--- src/design/rmrd_pkg.sv ---
// Shared types and constants for the register map range decoder.
// Holds the descriptor layout, command and status codes and register indexes.
// Depends on nothing; imported by register_map_range_decoder_top and its testbench.
package rmrd_pkg;

  localparam int TABLE_ENTRIES_DEF = 16;

  localparam int CMD_W     = 2;
  localparam int STATUS_W  = 2;
  localparam int CFG_IDX_W = 2;
  localparam int CFG_DAT_W = 5;
  localparam int IN_DAT_W  = 64;
  localparam int OUT_DAT_W = 32;

  localparam logic [CMD_W-1:0] CMD_LOAD  = 2'd0;
  localparam logic [CMD_W-1:0] CMD_READ  = 2'd1;
  localparam logic [CMD_W-1:0] CMD_WRITE = 2'd2;
  localparam logic [CMD_W-1:0] CMD_BAD   = 2'd3;

  localparam logic [STATUS_W-1:0] ST_OK       = 2'd0;
  localparam logic [STATUS_W-1:0] ST_NO_MATCH = 2'd1;
  localparam logic [STATUS_W-1:0] ST_DENIED   = 2'd2;
  localparam logic [STATUS_W-1:0] ST_SHORT    = 2'd3;

  localparam logic [CFG_IDX_W-1:0] CFG_ENTRIES_IN_USE = 2'd0;
  localparam logic [CFG_IDX_W-1:0] CFG_WORD_SWAP      = 2'd1;

  typedef struct packed {
    logic [15:0] base;
    logic [1:0]  size_code;
    logic        is_block;
    logic [15:0] elements;
    logic        readable;
    logic        writable;
  } desc_t;

  // Shift that turns an element count into words: one, two or four words.
  function automatic logic [1:0] size_shift(input logic [1:0] code);
    logic [1:0] sh;
    case (code)
      2'd0:    sh = 2'd0;
      2'd1:    sh = 2'd1;
      default: sh = 2'd2;
    endcase
    return sh;
  endfunction

endpackage

--- src/design/register_map_range_decoder_top.sv ---
// Register map range decoder: descriptor memory, scan sequencer and result stage.
// Depends on rmrd_pkg for the descriptor type, codes and register indexes.
//
// A load or undefined command goes straight to the result stage. A read or write query scans
// entries 0 to n-1 in order, n = min(entries_in_use, TABLE_ENTRIES), one entry a cycle,
// and stops at the first that covers the address. A new transfer is taken only when idle,
// after the last result is registered. A result waiting at the output holds the next item in
// its last step. Synchronous reset clears the sequencer, output valid and both cfg registers.
module register_map_range_decoder_top #(
  parameter int TABLE_ENTRIES = rmrd_pkg::TABLE_ENTRIES_DEF
) (
  input  logic                            clk,
  input  logic                            rst_n,
  input  logic                            in_tvalid,
  output logic                            in_tready,
  // address, word_count, slot, entry_base, entry_size_code, entry_is_block,
  // entry_elements, entry_readable, entry_writable
  input  logic [rmrd_pkg::IN_DAT_W-1:0]   in_tdata,
  // command
  input  logic [rmrd_pkg::CMD_W-1:0]      in_tuser,
  output logic                            out_tvalid,
  input  logic                            out_tready,
  // hit_entry, element_index, word_offset, word_lane, words_taken, zero padding
  output logic [rmrd_pkg::OUT_DAT_W-1:0]  out_tdata,
  // status
  output logic [rmrd_pkg::STATUS_W-1:0]   out_tuser,
  input  logic                            cfg_valid,
  output logic                            cfg_ready,
  input  logic [rmrd_pkg::CFG_IDX_W-1:0]  cfg_index,
  input  logic [rmrd_pkg::CFG_DAT_W-1:0]  cfg_wdata
);
  import rmrd_pkg::*;

  localparam int IDX_W = (TABLE_ENTRIES > 1) ? $clog2(TABLE_ENTRIES) : 1;
  localparam int N_W   = ($clog2(TABLE_ENTRIES + 1) > 5) ? $clog2(TABLE_ENTRIES + 1) : 5;

  localparam logic [1:0] S_IDLE = 2'd0;
  localparam logic [1:0] S_SCAN = 2'd1;
  localparam logic [1:0] S_CALC = 2'd2;

  desc_t mem [TABLE_ENTRIES];
  desc_t q_r;

  logic [1:0]          state_r, state_nxt;
  logic [CMD_W-1:0]    cmd_r, cmd_nxt;
  logic [15:0]         addr_r, addr_nxt;
  logic [6:0]          count_r, count_nxt;
  logic [3:0]          slot_r, slot_nxt;
  logic [N_W-1:0]      n_r, n_nxt;
  logic [N_W-1:0]      cnt_r, cnt_nxt;
  logic                pend_r, pend_nxt;
  logic [IDX_W-1:0]    pend_idx_r, pend_idx_nxt;
  logic [IDX_W-1:0]    hit_idx_r, hit_idx_nxt;
  desc_t               hit_r, hit_nxt;
  logic                found_r, found_nxt;
  logic [4:0]          eiu_r, eiu_nxt;
  logic                swap_r, swap_nxt;
  logic                out_valid_r, out_valid_nxt;
  logic [OUT_DAT_W-1:0] out_data_r, out_data_nxt;
  logic [STATUS_W-1:0] out_status_r, out_status_nxt;

  logic                in_fire, cfg_fire, out_free;
  logic                wr_en, rd_en;
  logic [IDX_W-1:0]    wr_addr, rd_addr;
  desc_t               wr_desc;
  logic [31:0]         slot_ext, hit_ext;
  logic [N_W-1:0]      eiu_ext;

  logic [1:0]          q_sh;
  logic [17:0]         q_span;
  logic [18:0]         q_end;
  logic                q_cov;

  logic [1:0]          h_sh, h_mask, h_off, h_lane;
  logic [15:0]         h_rel, h_ix;
  logic [2:0]          h_w, h_take;
  logic [STATUS_W-1:0] h_status;
  logic [STATUS_W-1:0] res_status;
  logic [3:0]          res_hit;
  logic [15:0]         res_ix;
  logic [1:0]          res_off, res_lane;
  logic [2:0]          res_take;

  assign in_tready  = (state_r == S_IDLE);
  assign in_fire    = in_tvalid && in_tready;
  assign cfg_ready  = 1'b1;
  assign cfg_fire   = cfg_valid && cfg_ready;
  assign out_free   = !out_valid_r || out_tready;
  assign out_tvalid = out_valid_r;
  assign out_tdata  = out_data_r;
  assign out_tuser  = out_status_r;

  assign slot_ext = 32'(in_tdata[26:23]);
  assign wr_en    = in_fire && (in_tuser == CMD_LOAD) && (slot_ext < TABLE_ENTRIES);
  assign wr_addr  = slot_ext[IDX_W-1:0];
  assign wr_desc  = '{base: in_tdata[42:27], size_code: in_tdata[44:43],
                      is_block: in_tdata[45], elements: in_tdata[61:46],
                      readable: in_tdata[62], writable: in_tdata[63]};
  assign rd_addr  = cnt_r[IDX_W-1:0];
  assign eiu_ext  = N_W'(eiu_r);

  always_ff @(posedge clk) begin
    if (wr_en) begin
      mem[wr_addr] <= wr_desc;
    end
    if (rd_en) begin
      q_r <= mem[rd_addr];
    end
  end

  // Range check on the entry just read.
  always_comb begin
    q_sh   = size_shift(q_r.size_code);
    q_span = q_r.is_block ? ({2'b00, q_r.elements} << q_sh) : (18'd1 << q_sh);
    q_end  = {3'b000, q_r.base} + {1'b0, q_span};
    q_cov  = (addr_r == q_r.base) ||
             ((addr_r > q_r.base) && ({3'b000, addr_r} < q_end));
  end

  // Element arithmetic on the matching entry.
  always_comb begin
    h_sh   = size_shift(hit_r.size_code);
    h_w    = 3'd1 << h_sh;
    h_mask = h_w[1:0] - 2'd1;
    h_rel  = addr_r - hit_r.base;
    h_ix   = h_rel >> h_sh;
    h_off  = h_rel[1:0] & h_mask;
    h_lane = (swap_r && (h_sh != 2'd0)) ? (h_mask - h_off) : h_off;
    h_take = h_w - {1'b0, h_off};
    if (count_r < {4'b0000, h_take}) begin
      h_take = count_r[2:0];
    end
    if (cmd_r == CMD_READ) begin
      h_status = ((count_r == 7'd0) || !hit_r.readable) ? ST_DENIED : ST_OK;
    end else if ((count_r == 7'd0) || !hit_r.writable) begin
      h_status = ST_DENIED;
    end else if (count_r < {4'b0000, h_w}) begin
      h_status = ST_SHORT;
    end else begin
      h_status = ST_OK;
    end
  end

  assign hit_ext = 32'(hit_idx_r);

  always_comb begin
    res_status = ST_OK;
    res_hit    = 4'd0;
    res_ix     = 16'd0;
    res_off    = 2'd0;
    res_lane   = 2'd0;
    res_take   = 3'd0;
    if (cmd_r == CMD_LOAD) begin
      res_hit = slot_r;
    end else if (cmd_r == CMD_BAD) begin
      res_status = ST_DENIED;
    end else if (!found_r) begin
      res_status = ST_NO_MATCH;
    end else begin
      res_status = h_status;
      res_hit    = hit_ext[3:0];
      res_ix     = h_ix;
      res_off    = h_off;
      res_lane   = h_lane;
      res_take   = (h_status == ST_OK) ? h_take : 3'd0;
    end
  end

  always_comb begin
    state_nxt      = state_r;
    cmd_nxt        = cmd_r;
    addr_nxt       = addr_r;
    count_nxt      = count_r;
    slot_nxt       = slot_r;
    n_nxt          = n_r;
    cnt_nxt        = cnt_r;
    pend_nxt       = pend_r;
    pend_idx_nxt   = pend_idx_r;
    hit_idx_nxt    = hit_idx_r;
    hit_nxt        = hit_r;
    found_nxt      = found_r;
    eiu_nxt        = eiu_r;
    swap_nxt       = swap_r;
    out_valid_nxt  = out_valid_r && !out_tready;
    out_data_nxt   = out_data_r;
    out_status_nxt = out_status_r;
    rd_en          = 1'b0;

    if (cfg_fire) begin
      if (cfg_index == CFG_ENTRIES_IN_USE) begin
        eiu_nxt = cfg_wdata;
      end else if (cfg_index == CFG_WORD_SWAP) begin
        swap_nxt = cfg_wdata[0];
      end
    end

    unique case (state_r)
      S_IDLE: begin
        if (in_fire) begin
          cmd_nxt   = in_tuser;
          addr_nxt  = in_tdata[15:0];
          count_nxt = in_tdata[22:16];
          slot_nxt  = in_tdata[26:23];
          n_nxt     = (eiu_ext > N_W'(TABLE_ENTRIES)) ? N_W'(TABLE_ENTRIES) : eiu_ext;
          cnt_nxt   = '0;
          pend_nxt  = 1'b0;
          found_nxt = 1'b0;
          if ((in_tuser == CMD_READ) || (in_tuser == CMD_WRITE)) begin
            state_nxt = S_SCAN;
          end else begin
            state_nxt = S_CALC;
          end
        end
      end
      S_SCAN: begin
        if (pend_r && q_cov) begin
          found_nxt   = 1'b1;
          hit_nxt     = q_r;
          hit_idx_nxt = pend_idx_r;
          pend_nxt    = 1'b0;
          state_nxt   = S_CALC;
        end else if (cnt_r == n_r) begin
          pend_nxt  = 1'b0;
          state_nxt = S_CALC;
        end else begin
          rd_en        = 1'b1;
          pend_nxt     = 1'b1;
          pend_idx_nxt = cnt_r[IDX_W-1:0];
          cnt_nxt      = cnt_r + N_W'(1);
        end
      end
      S_CALC: begin
        if (out_free) begin
          out_valid_nxt  = 1'b1;
          out_status_nxt = res_status;
          out_data_nxt   = {5'b00000, res_take, res_lane, res_off, res_ix, res_hit};
          state_nxt      = S_IDLE;
        end
      end
      default: begin
        state_nxt = S_IDLE;
      end
    endcase
  end

  always_ff @(posedge clk) begin
    if (!rst_n) begin
      state_r     <= S_IDLE;
      pend_r      <= 1'b0;
      found_r     <= 1'b0;
      eiu_r       <= 5'd0;
      swap_r      <= 1'b0;
      out_valid_r <= 1'b0;
      cnt_r       <= '0;
    end else begin
      state_r     <= state_nxt;
      pend_r      <= pend_nxt;
      found_r     <= found_nxt;
      eiu_r       <= eiu_nxt;
      swap_r      <= swap_nxt;
      out_valid_r <= out_valid_nxt;
      cnt_r       <= cnt_nxt;
    end
  end

  always_ff @(posedge clk) begin
    cmd_r        <= cmd_nxt;
    addr_r       <= addr_nxt;
    count_r      <= count_nxt;
    slot_r       <= slot_nxt;
    n_r          <= n_nxt;
    pend_idx_r   <= pend_idx_nxt;
    hit_idx_r    <= hit_idx_nxt;
    hit_r        <= hit_nxt;
    out_data_r   <= out_data_nxt;
    out_status_r <= out_status_nxt;
  end

endmodule

--- config.mk ---
export PLATFORM = sky130hd
export DESIGN_NAME = register_map_range_decoder_top
export DESIGN_NICKNAME = d
export VERILOG_FILES = /design/src/design/rmrd_pkg.sv /design/src/design/register_map_range_decoder_top.sv
export SDC_FILE = /design/constraint.sdc
export NUM_CORES = 1
export LEC_CHECK = 0
export ABC_AREA = 1
export ABC_CLOCK_PERIOD_IN_PS = 7800
export BUFFER_PORTS_ARGS = -buffer_cell sky130_fd_sc_hd__buf_2
export CAP_MARGIN = 20
export CORE_MARGIN = 3
export CORE_UTILIZATION = 45
export CTS_BUF_LIST = sky130_fd_sc_hd__clkbuf_4 sky130_fd_sc_hd__clkbuf_8
export DETAILED_ROUTE_END_ITERATION = 8
export PLACE_DENSITY = 0.64
export RECOVER_POWER = 100
export SKIP_LAST_GASP = 1
export SLEW_MARGIN = 10
export SYNTH_ARGS = -nofsm -noshare
export SYNTH_HDL_FRONTEND = slang
export SYNTH_SLANG_ARGS = --single-unit
--- constraint.sdc ---
create_clock -name clk -period 7.8 [get_ports clk]
set_input_delay 0.78 -clock clk [delete_from_list [all_inputs] [get_ports clk]]
set_output_delay 0.78 -clock clk [all_outputs]
set_load 0.005 [all_outputs]
Word-level counts from Yosys, hierarchy flattened
Memory sizes are Yosys's and may differ from the RTL's. A register that Yosys moved wholly into a read port is not among the register bits.
Index checks and enable logic that the tools add are counted.
Widths: inputs -> output; s select.
- output and inout bits: 37
- word-level logic and storage cells: 137
- memories kept: 1
- RAM bits: 592
- flip-flop bits (word level): 107
- shift operators: 4
- bitwise operators: 6
- muxes and demuxes: 35
- magnitude comparators: 6
- $add $sub $neg: 6
- reductions and logical operators: 39
- equality and inequality tests: 17
- memories (name ; depth ; width ; read ports ; clocked after memory_dff ; wr ports ; RTL line ; text):
    mem ; 16 ; 37 ; 1 ; 1 ; 1 ; register_map_range_decoder_top.sv:41 ; desc_t mem [TABLE_ENTRIES];
- operators by type and width (kind ; count):
    $mux 2 ; 12
    $add 16x18->19 ; 1
    $lt 16x19->1 ; 1
    $mux 18 ; 1
    $shl 1x2->18 const A ; 1
    $shl 16x2->18 ; 1
    $eq 16x16->1 ; 1
    $gt 16x16->1 ; 1
    $shr 16x2->16 ; 1
    $sub 16x16->16 ; 1
    $mux 5 ; 3
    $logic_not 2->1 ; 7
    $lt 7x3->1 ; 2
    $eq 2x1->1 const B ; 6
    $mux 4 ; 3
    $reduce_and 3->1 ; 4
    $pmux 5 s2 ; 1
    $reduce_and 2->1 ; 5
    $mux 1 ; 9
    $ne 2x2->1 const B ; 4
    $pmux 2 s2 ; 2
    $logic_and 1x1->1 ; 7
    $logic_not 7->1 ; 1
    $eq 2x2->1 const B ; 3
    other kinds (22) ; 35

Depth between registers and ports, before layout
Gate-level depths: netlist (run 1).
- depth in word-level cells: 11
- mapped depth: 34
- gate-level depth less buffers: 34

Worst setup path after synthesis (run 1)
OpenSTA, ideal clock, no wires.
- path kind: register to register
- start: register q_r[20] (netlist name)
- end: register pend_idx_r[0], enable pin
- setup slack: 3088 ps
- setup time: 395 ps
- stages on the path, launching flop included: 28
- arrival: 4317 ps
- buffers on the path: 1
- data required time: 7405 ps
- cell sequence: edfxtp_1 -> inv_2 -> nand2_4 -> clkbuf_1 -> a31oi_1 -> o21ai_0 -> ha_1 -> or2_2 -> nand3_1 -> a21oi_1 -> nand3_1 -> nand2_1 -> nand4_1 -> o2111ai_1 -> xor2_1 -> ha_1 -> inv_1 -> nor3_1 -> nor3_1 -> nand2_1 -> nand2_1 -> nand2_1 -> nand4_1 -> nand2_1 -> nand2_2 -> nand2_2 -> nand2_4 -> inv_1
- word-level cells in the longest chain between the ends: 11
- elaborated cells on any way between the ends: 13
- those cells by class: 1 x add/sub; 1 x order compare; 1 x eq/ne; 2 x shift; 2 x mux; 1 x bitwise; 5 x reduce/logical
- RTL lines (what ; RTL line ; text):
    $eq 2x1->1 or $logic_not 2->1 (tied branches) ; rmrd_pkg.sv:40 ; case (code)
    $pmux 2 s2 (*) ; rmrd_pkg.sv:40 ;
    $shl 16x2->18 or $shl 1x2->18 (tied branches) ; register_map_range_decoder_top.sv:114 ; q_span = q_r.is_block ? ({2'b00, q_r.elements} << q_sh) : (18'd1 << q_sh);
    $mux 18 (*) ; register_map_range_decoder_top.sv:114 ;
    $add 16x18->19 (*) ; register_map_range_decoder_top.sv:115 ; q_end = {3'b000, q_r.base} + {1'b0, q_span};
    $lt 16x19->1 (*) ; register_map_range_decoder_top.sv:117 ; ((addr_r > q_r.base) && ({3'b000, addr_r} < q_end));
    $logic_and 1x1->1 (*) ; register_map_range_decoder_top.sv:117 ;
    $logic_or 1x1->1 (*) ; register_map_range_decoder_top.sv:116 ; q_cov = (addr_r == q_r.base) ||
    $logic_and 1x1->1 (*) ; register_map_range_decoder_top.sv:216 ; if (pend_r && q_cov) begin
    $not 1->1 (no source line) (*) ; n/a ;
    $reduce_and 3->1 (no source line) (*) ; n/a ;
    end signal, assigned ; register_map_range_decoder_top.sv:272 ; pend_idx_r <= pend_idx_nxt;
    end, declared ; register_map_range_decoder_top.sv:52 ; logic [IDX_W-1:0] pend_idx_r, pend_idx_nxt;
Every way passes the cells marked *; elsewhere a longest branch is shown, timed or not.
A chain may end at the register's enable or synchronous reset.

Worst setup path after layout (run 1)
- start: register q_r[20] (netlist name)
- end: register q_r[32] (netlist name)
- word-level cells in the longest chain between the ends: 11
- elaborated cells on any way between the ends: 13
- those cells by class: 1 x add/sub; 1 x order compare; 1 x eq/ne; 2 x shift; 4 x mux; 4 x reduce/logical
- RTL lines (what ; RTL line ; text):
    $eq 2x1->1 or $logic_not 2->1 (tied branches) ; rmrd_pkg.sv:40 ;
    $pmux 2 s2 (*) ; rmrd_pkg.sv:40 ;
    $shl 16x2->18 or $shl 1x2->18 (tied branches) ; register_map_range_decoder_top.sv:114 ;
    $mux 18 (*) ; register_map_range_decoder_top.sv:114 ;
    $add 16x18->19 (*) ; register_map_range_decoder_top.sv:115 ;
    $lt 16x19->1 (*) ; register_map_range_decoder_top.sv:117 ;
    $logic_and 1x1->1 (*) ; register_map_range_decoder_top.sv:117 ;
    $logic_or 1x1->1 (*) ; register_map_range_decoder_top.sv:116 ;
    $logic_and 1x1->1 (*) ; register_map_range_decoder_top.sv:216 ;
    $mux 1 (*) ; register_map_range_decoder_top.sv:216 ;
    $mux 1 (*) ; register_map_range_decoder_top.sv:197 ; unique case (state_r)
Marked as above.

==> flow_summary.toml, run 1 <==
[global_routing]
grt_pass1_wl_mm = 113
grt_usage = 0.208
overflow = 0
grt_pass1_vias = 19200
grt_max_degree = 220
antenna_found_initial = 4

[pwr]
p_int_mw = 6.71
switching_share = 0.274
p_seq_frac = 0.495
p_leak_nw = 11.8
power_frac_comb = 0.155
pwr-share-clk = 0.350
p_switching_mw = 2.53
ir_worst_vdd_mv = 0.211
power_density_nw_per_um2 = 267

[clocking]
root_buffer = "clkbuf_8"
cts_htree_levels = 3
cts-buffers-inserted = 118
cts_tree = "built"
clock_path_buffers = 3
insertion_delay_ns = 0.73
cts_resized = 0
ctsHoldBuffers = 0
cts_setup_buffers = 0
clk_pin_slew_ns = 0.06
numClockSinks = 736

[die]
fp.dieH_um = 268
initial_utilization = 0.458
die_area_um2 = 72000
rows = 95
io_pins = 115
core_area_um2 = 67600
die_w_um = 268

[placed_design]
dp_slack_ns = 2.38
io_buffers = 108
hpwlAfterDp_mm = 42.1
gp_routability_congestion = 0.900

[worst_setup_path]
timing.rr.end = "q_r[32]"
critPathMaxFanout = 41
crit_arrival_ns = 6.32
crit_path_start_kind = "register"
r2r_slack_ns = 1.79
r2r_start = "q_r[20]"
crit_slowest_cell = "inv_2"
worst-setup-path-type = "register to register"
worst-endpoint-required_ns = 8.11
startpoint = "q_r[20]"
cp_common_cell = "nand2_1"
path_buf_inv = 5
cp_top_family = "simple AND/OR/NAND/NOR gates"
end_kind = "register"
worstRegToRegCells = 30
max_stage_delay_ns = 0.71

[routing]
num_vias = 19700
post-route-drc-count = 0
wl_per_cell_um = 21.4
postRouteAntennaNets = 0
drtIter0Drc = 2095
firstDrtPassIters = 6
viasPerCell = 5.60
routed_wirelength_mm = 75.3

[timing]
setup_violations = 0
rsz0062_at_grt = "no"
min_period_ns = 6.01
maxSlewViolCount = 864
post-route-period-util = 0.770
fin_skew_ns = 0.0425
tns_ns = 0
worstMarginPinSlew_ns = 3.68
fmax_mhz = 166
hold_viol_final = 0
relSlewSlack = -1.45
worst_slack_ns = 1.79

[logic_synthesis]
syn_inst = 2410
async_flop_share = 0
synth.largest_area_cell = "edfxtp_1"
synth_warnings = 0
syn_avg_cell_area_um2 = 12.9
synth_area_um2 = 31000
ys_top_cells_by_count = "edfxtp_1, nor2_1, nand2_1"
synth_top_area_frac = 0.698
synth_top_cells_by_area = "edfxtp_1, nor2_1, nand2_1, o21ai_0, ha_1"
synth_edf_count = 720
synth-main-ff-cell = "edfxtp_1"
ys_ff_latch = 736
synth_cell_types = 45
synth.most_common_cell = "edfxtp_1"
yosysSeqAreaShare = 0.708

[layout]
fillCellCount = 5718
layout.nets = 2697
regArea_um2 = 21900
multi_input_area_um2 = 8090
drive_gt1_frac = 0.0948
area_delta_synth_final_pct = 11.5

[status]
status = "finished with violations"
violations = "max-capacitance violations, max-slew violations"

[hold_path]
hp-class = "input pin to register"
hold_depth = 1
hp-start = "in_tdata[21]"
whs_endpoint = "count_r[5]"

[run]
maxCapViolations = 28
==> per-layer routing <==
metal | track usage | part of all wire
met5 | 0 | 0.00015
met4 | 0.0714 | 0.030
met3 | 0.0406 | 0.068
met2 | 0.336 | 0.47
met1 | 0.286 | 0.43
==> layout make-up <==
| class | instances | share of cell area |
|---|---|---|
| clock buffer | 158 | 0.0559 |
| antenna | 3 | 0.000217 |
| tap | 873 | 0.0316 |
| inverter | 120 | 0.0132 |
| multi-input combinational | 1429 | 0.234 |
| clock inverter | 55 | 0.0112 |
| sequential | 736 | 0.635 |
| timing repair buffer | 140 | 0.0184 |
==> placed cells by master (no fill, tap or decap), types with 4 or more instances in the layout <==
cell	count
buf_4	7
nand3_1	113
clkbuf_8	119
mux2i_1	61
clkinv_2	18
clkbuf_1	88
o32ai_1	87
buf_2	42
nor3_1	8
bufinv_16	4
nor2_1	390
a31oi_1	6
conb_1	6
nand4_1	8
clkbuf_4	39
nand2_1	273
xnor2_1	15
inv_1	113
o21ai_0	189
dfxtp_1	16
edfxtp_1	720
ha_1	72
o221ai_1	71
nor4_1	4
xor2_1	18
o211ai_1	18
clkinv_1	30
a22o_1	4
a21oi_1	56
nor2_4	5
==> how the worst max path moves through the flow <==
| stage | depth (start not counted) | endpoint | slack (ns) |
|---|---|---|---|
| 2_1_floorplan | 27 | pend_idx_r[0] | 3.09 |
| 3_3_place_gp | 30 | q_r[29] | 2.63 |
| 3_5_place_dp | 30 | q_r[32] | 2.38 |
| 4_1_cts | 30 | q_r[32] | 2.34 |
| 5_1_grt | 30 | q_r[32] | 1.15 |
| 6_report | 30 | q_r[32] | 1.79 |
==> power by group through the flow <==
stage	Clock (mW)	Sequential (mW)	Combinational, mW
5_1_grt	3.49	4.59	1.60
3_3_place_gp	0	4.65	1.39
6_report	3.23	4.58	1.43
3_5_place_dp	0	4.65	1.44
4_1_cts	3.31	4.57	1.44
2_1_floorplan	0	4.59	1.06
==> state kept, by name (all words and copies together) (netlist names) <==
name        cells
out_tvalid      1
out_tdata      27
out_tuser       2
mem           592
pend_idx_r      4
hit_idx_r       4
cnt_r           5
eiu_ext         5
slot_r          4
found_r         1
addr_r         16
hit_r          20
n_r             5
pend_r          1
count_r         7
state_r         2
q_r            37
swap_r          1
cmd_r           2
==> metrics by stage <==
stage          std cells   util  hold WS, ns  total power [mW]  cell area (um2)
2_1_floorplan       2414      -        0.400              5.65            31000
3_3_place_gp        3297  0.481        0.410              6.04            32500
6_report            3514  0.511        0.248              9.24            34500
4_1_cts             3510  0.515        0.178              9.33            34800
3_5_place_dp        3297  0.481        0.413              6.09            32500
5_1_grt             3511  0.511        0.183              9.68            34500
==> cell families (layout without fill, tap and decap cells) <==
kind of cell    count (synthesis)  in the layout  share of synthesized area
simple gates                  807            807                      0.105
flops                         736            736                      0.708
compound gates                448            448                     0.0955
buf+inv                       249            473                     0.0313
fa+ha+maj                      74             74                     0.0304
mux                            61             61                     0.0197
xor+xnor                       33             33                    0.00933
other cells                     2              9                   0.000242
(Power assumes the default switching activity.)
==> run 2: changes to the inputs <==
--- a/config.mk
+++ b/config.mk
@@ -5,15 +5,15 @@
 export SDC_FILE = /design/constraint.sdc
 export NUM_CORES = 1
 export LEC_CHECK = 0
-export ABC_AREA = 1
-export ABC_CLOCK_PERIOD_IN_PS = 7800
+export ABC_AREA = 0
+export ABC_CLOCK_PERIOD_IN_PS = 5500
 export BUFFER_PORTS_ARGS = -buffer_cell sky130_fd_sc_hd__buf_2
 export CAP_MARGIN = 20
 export CORE_MARGIN = 3
 export CORE_UTILIZATION = 45
 export CTS_BUF_LIST = sky130_fd_sc_hd__clkbuf_4 sky130_fd_sc_hd__clkbuf_8
 export DETAILED_ROUTE_END_ITERATION = 8
-export PLACE_DENSITY = 0.64
+export PLACE_DENSITY = 0.66
 export RECOVER_POWER = 100
 export SKIP_LAST_GASP = 1
 export SLEW_MARGIN = 10
==> constraint.sdc (replaced) <==
create_clock -name clk -period 5.5 [get_ports clk]
set_input_delay 0.55 -clock clk [delete_from_list [all_inputs] [get_ports clk]]
set_output_delay 0.55 -clock clk [all_outputs]
set_load 0.005 [all_outputs]
==> run 2 against run 1 <==
The flow still finishes with violations (max-capacitance violations, max-slew violations). Critical path depth shrank 23. Die area shrank 2.1%. Sequential cell count is the same. Core utilization grew 0.76 points. Clock power grew 41%. Sequential power grew 38%. Sequential share of layout area grew 0.41 points.
==> flow_summary.toml, run 2 <==
[status]
status = "finished with violations"
violations = "max-capacitance violations, max-slew violations"

[clocking]
insertion_delay_ns = 0.73
clk_pin_slew_ns = 0.06
cts_tree = "built"
cts_htree_levels = 3
root_buffer = "clkbuf_8"
clock_path_buffers = 3
numClockSinks = 736
cts-buffers-inserted = 115
cts_setup_buffers = 0

[die]
rows = 94
core_area_um2 = 66200
io_pins = 115
fp.dieH_um = 266
die_w_um = 266
die_area_um2 = 70500
initial_utilization = 0.458

[logic_synthesis]
synth_edf_count = 720
synth.most_common_cell = "edfxtp_1"
ys_ff_latch = 736
synth_area_um2 = 30300
synth-main-ff-cell = "edfxtp_1"
synth.largest_area_cell = "edfxtp_1"
async_flop_share = 0
ys_top_cells_by_count = "edfxtp_1, mux4_2, ha_1"
syn_avg_cell_area_um2 = 19.4
synth_cell_types = 63
synth_warnings = 0
synth_top_area_frac = 0.713
synth_top_cells_by_area = "edfxtp_1, mux4_2, ha_1, dfxtp_1, a21oi_1"
syn_inst = 1563
yosysSeqAreaShare = 0.724

[global_routing]
grt_usage = 0.187
grt_max_degree = 93
overflow = 0
grt_pass1_wl_mm = 97.9
grt_util_met3 = 0.0451
grt_use_met1 = 0.242
top_usage_layer = "met2"
met2_usage = 0.316
antenna_found_initial = 3
grt_pass1_vias = 16000

[pwr]
power_density_nw_per_um2 = 340
p_leak_nw = 11.2
ir_worst_vdd_mv = 0.208

[worst_setup_path]
end_kind = "register"
crit_path_start_kind = "register"
worst-setup-path-type = "register to register"
critPathMaxFanout = 37
worst-endpoint-required_ns = 5.84
crit_arrival_ns = 5.42

[timing]
fin_skew_ns = 0.0426
worstMarginPinSlew_ns = 3.69
fmax_mhz = 197
hold_viol_final = 0
fin_hold_ws_ns = 0.145
relSlewSlack = -1.46
post-route-period-util = 0.924
maxSlewViolCount = 546
min_period_ns = 5.08
setup_violations = 0
tns_ns = 0
rsz0062_at_grt = "no"

[placed_design]
dp_cells = 2508
hpwlAfterDp_mm = 38.0
io_buffers = 108
gp_routability_congestion = 0.801

[layout]
drive_gt1_frac = 0.240
top_register = "mem"
final_cell_mix = "edfxtp_1, mux4_2, clkbuf_8"
area_delta_synth_final_pct = 13.2
layout.nets = 1937
largest_reg_flops = 592
diodes = 0
final_common_cell = "edfxtp_1"
utilization = 0.518
stdcell_count = 2736

[routing]
num_vias = 15200
drtIter0Drc = 1281
wl_per_cell_um = 23.8
postRouteAntennaNets = 0
post-route-drc-count = 0
routed_wirelength_mm = 65.0
firstDrtPassIters = 6
viasPerCell = 5.54

[run]
maxCapViolations = 20

[hold_path]
hp-class = "input pin to register"
## run 2: changes by cell type after synthesis, moves of 19 or more
cell and change:
o221ai_1 -71, nand3_1 -101, nor2b_1 +19, o32ai_1 -87
inv_1 -66, nand2_1 -215, o21ai_0 -159, mux4_2 +185
clkbuf_1 -60, nor2_1 -330, mux2i_1 -38
## run 2: worst max-delay path: stages, from the launching register on
cell and delay, ns:
dfxtp_1 0.37, nor2_1 0.27, nand2_1 0.18, inv_1 0.08
buf_4 0.44, nand4b_1 0.34, nor2_1 2.21, clkbuf_2 0.81
## run 2: per-stage QoR
| step | power, mW | worst slack [ns] | cell area [um2] |
|---|---|---|---|
| after floorplan | 6.98 | 0.149 | 30300 |
| after global placement | 7.22 | 0.575 | 32100 |
| after detailed placement | 7.25 | 0.402 | 32100 |
| after CTS | 11.8 | 0.367 | 34600 |
| after global routing | 12.1 | 0.0809 | 34300 |
| final | 11.7 | 0.416 | 34300 |
## run 2: final timing paths
path / startpoint / endpoint / slack, ns / cells past startpoint
worst max register to register: state_r[1] / mem[9][12] / 0.42 / 7
worst min-delay path: in_tdata[0] / addr_r[0] / 0.14 / 1
worst max-delay path: state_r[1] / mem[9][12] / 0.42 / 7
worst min register to register: pend_idx_r[0] / hit_idx_r[0] / 0.42 / 0
## run 2: layout make-up
class | instances | area [um2]
repair buffers | 166 | 915
clock buffers | 148 | 1860
clock inverters | 56 | 437
inverters | 51 | 194
well taps | 864 | 1080
flip-flops and latches | 736 | 21900
fillers | 5320 | 31900
multi-input cells | 715 | 7890
## run 2: kinds of logic after synthesis
group	share of synthesized area
AOI/OAI and AO/OA	0.0357
xor gates and xnor gates	0.0104
adders and majority gates	0.0310
buffers and inverters	0.0158
DFF	0.724
muxes	0.146
other	0.000248
and+or+nand+nor	0.0375
## run 2: where the power goes
part / switching [mW] / internal [mW] / total [mW]
Clock: 2.09 / 2.45 / 4.54
Combinational: 0.444 / 0.350 / 0.794
Sequential: 0.0682 / 6.26 / 6.33
## run 2: what timing repair did
action,4_1_cts,5_1_grt
hold endpoints to repair,24,0
hold buffers,24,0
resized for setup,0,2
endpoints found under the setup margin,0,41
## run 2: routing by layer
layer | up-vias | wire length, um
li1 | 6804 | -
met1 | 7807 | 26900
met2 | 443 | 32600
met3 | 108 | 3890
met4 | 2 | 1590
met5 | - | 9
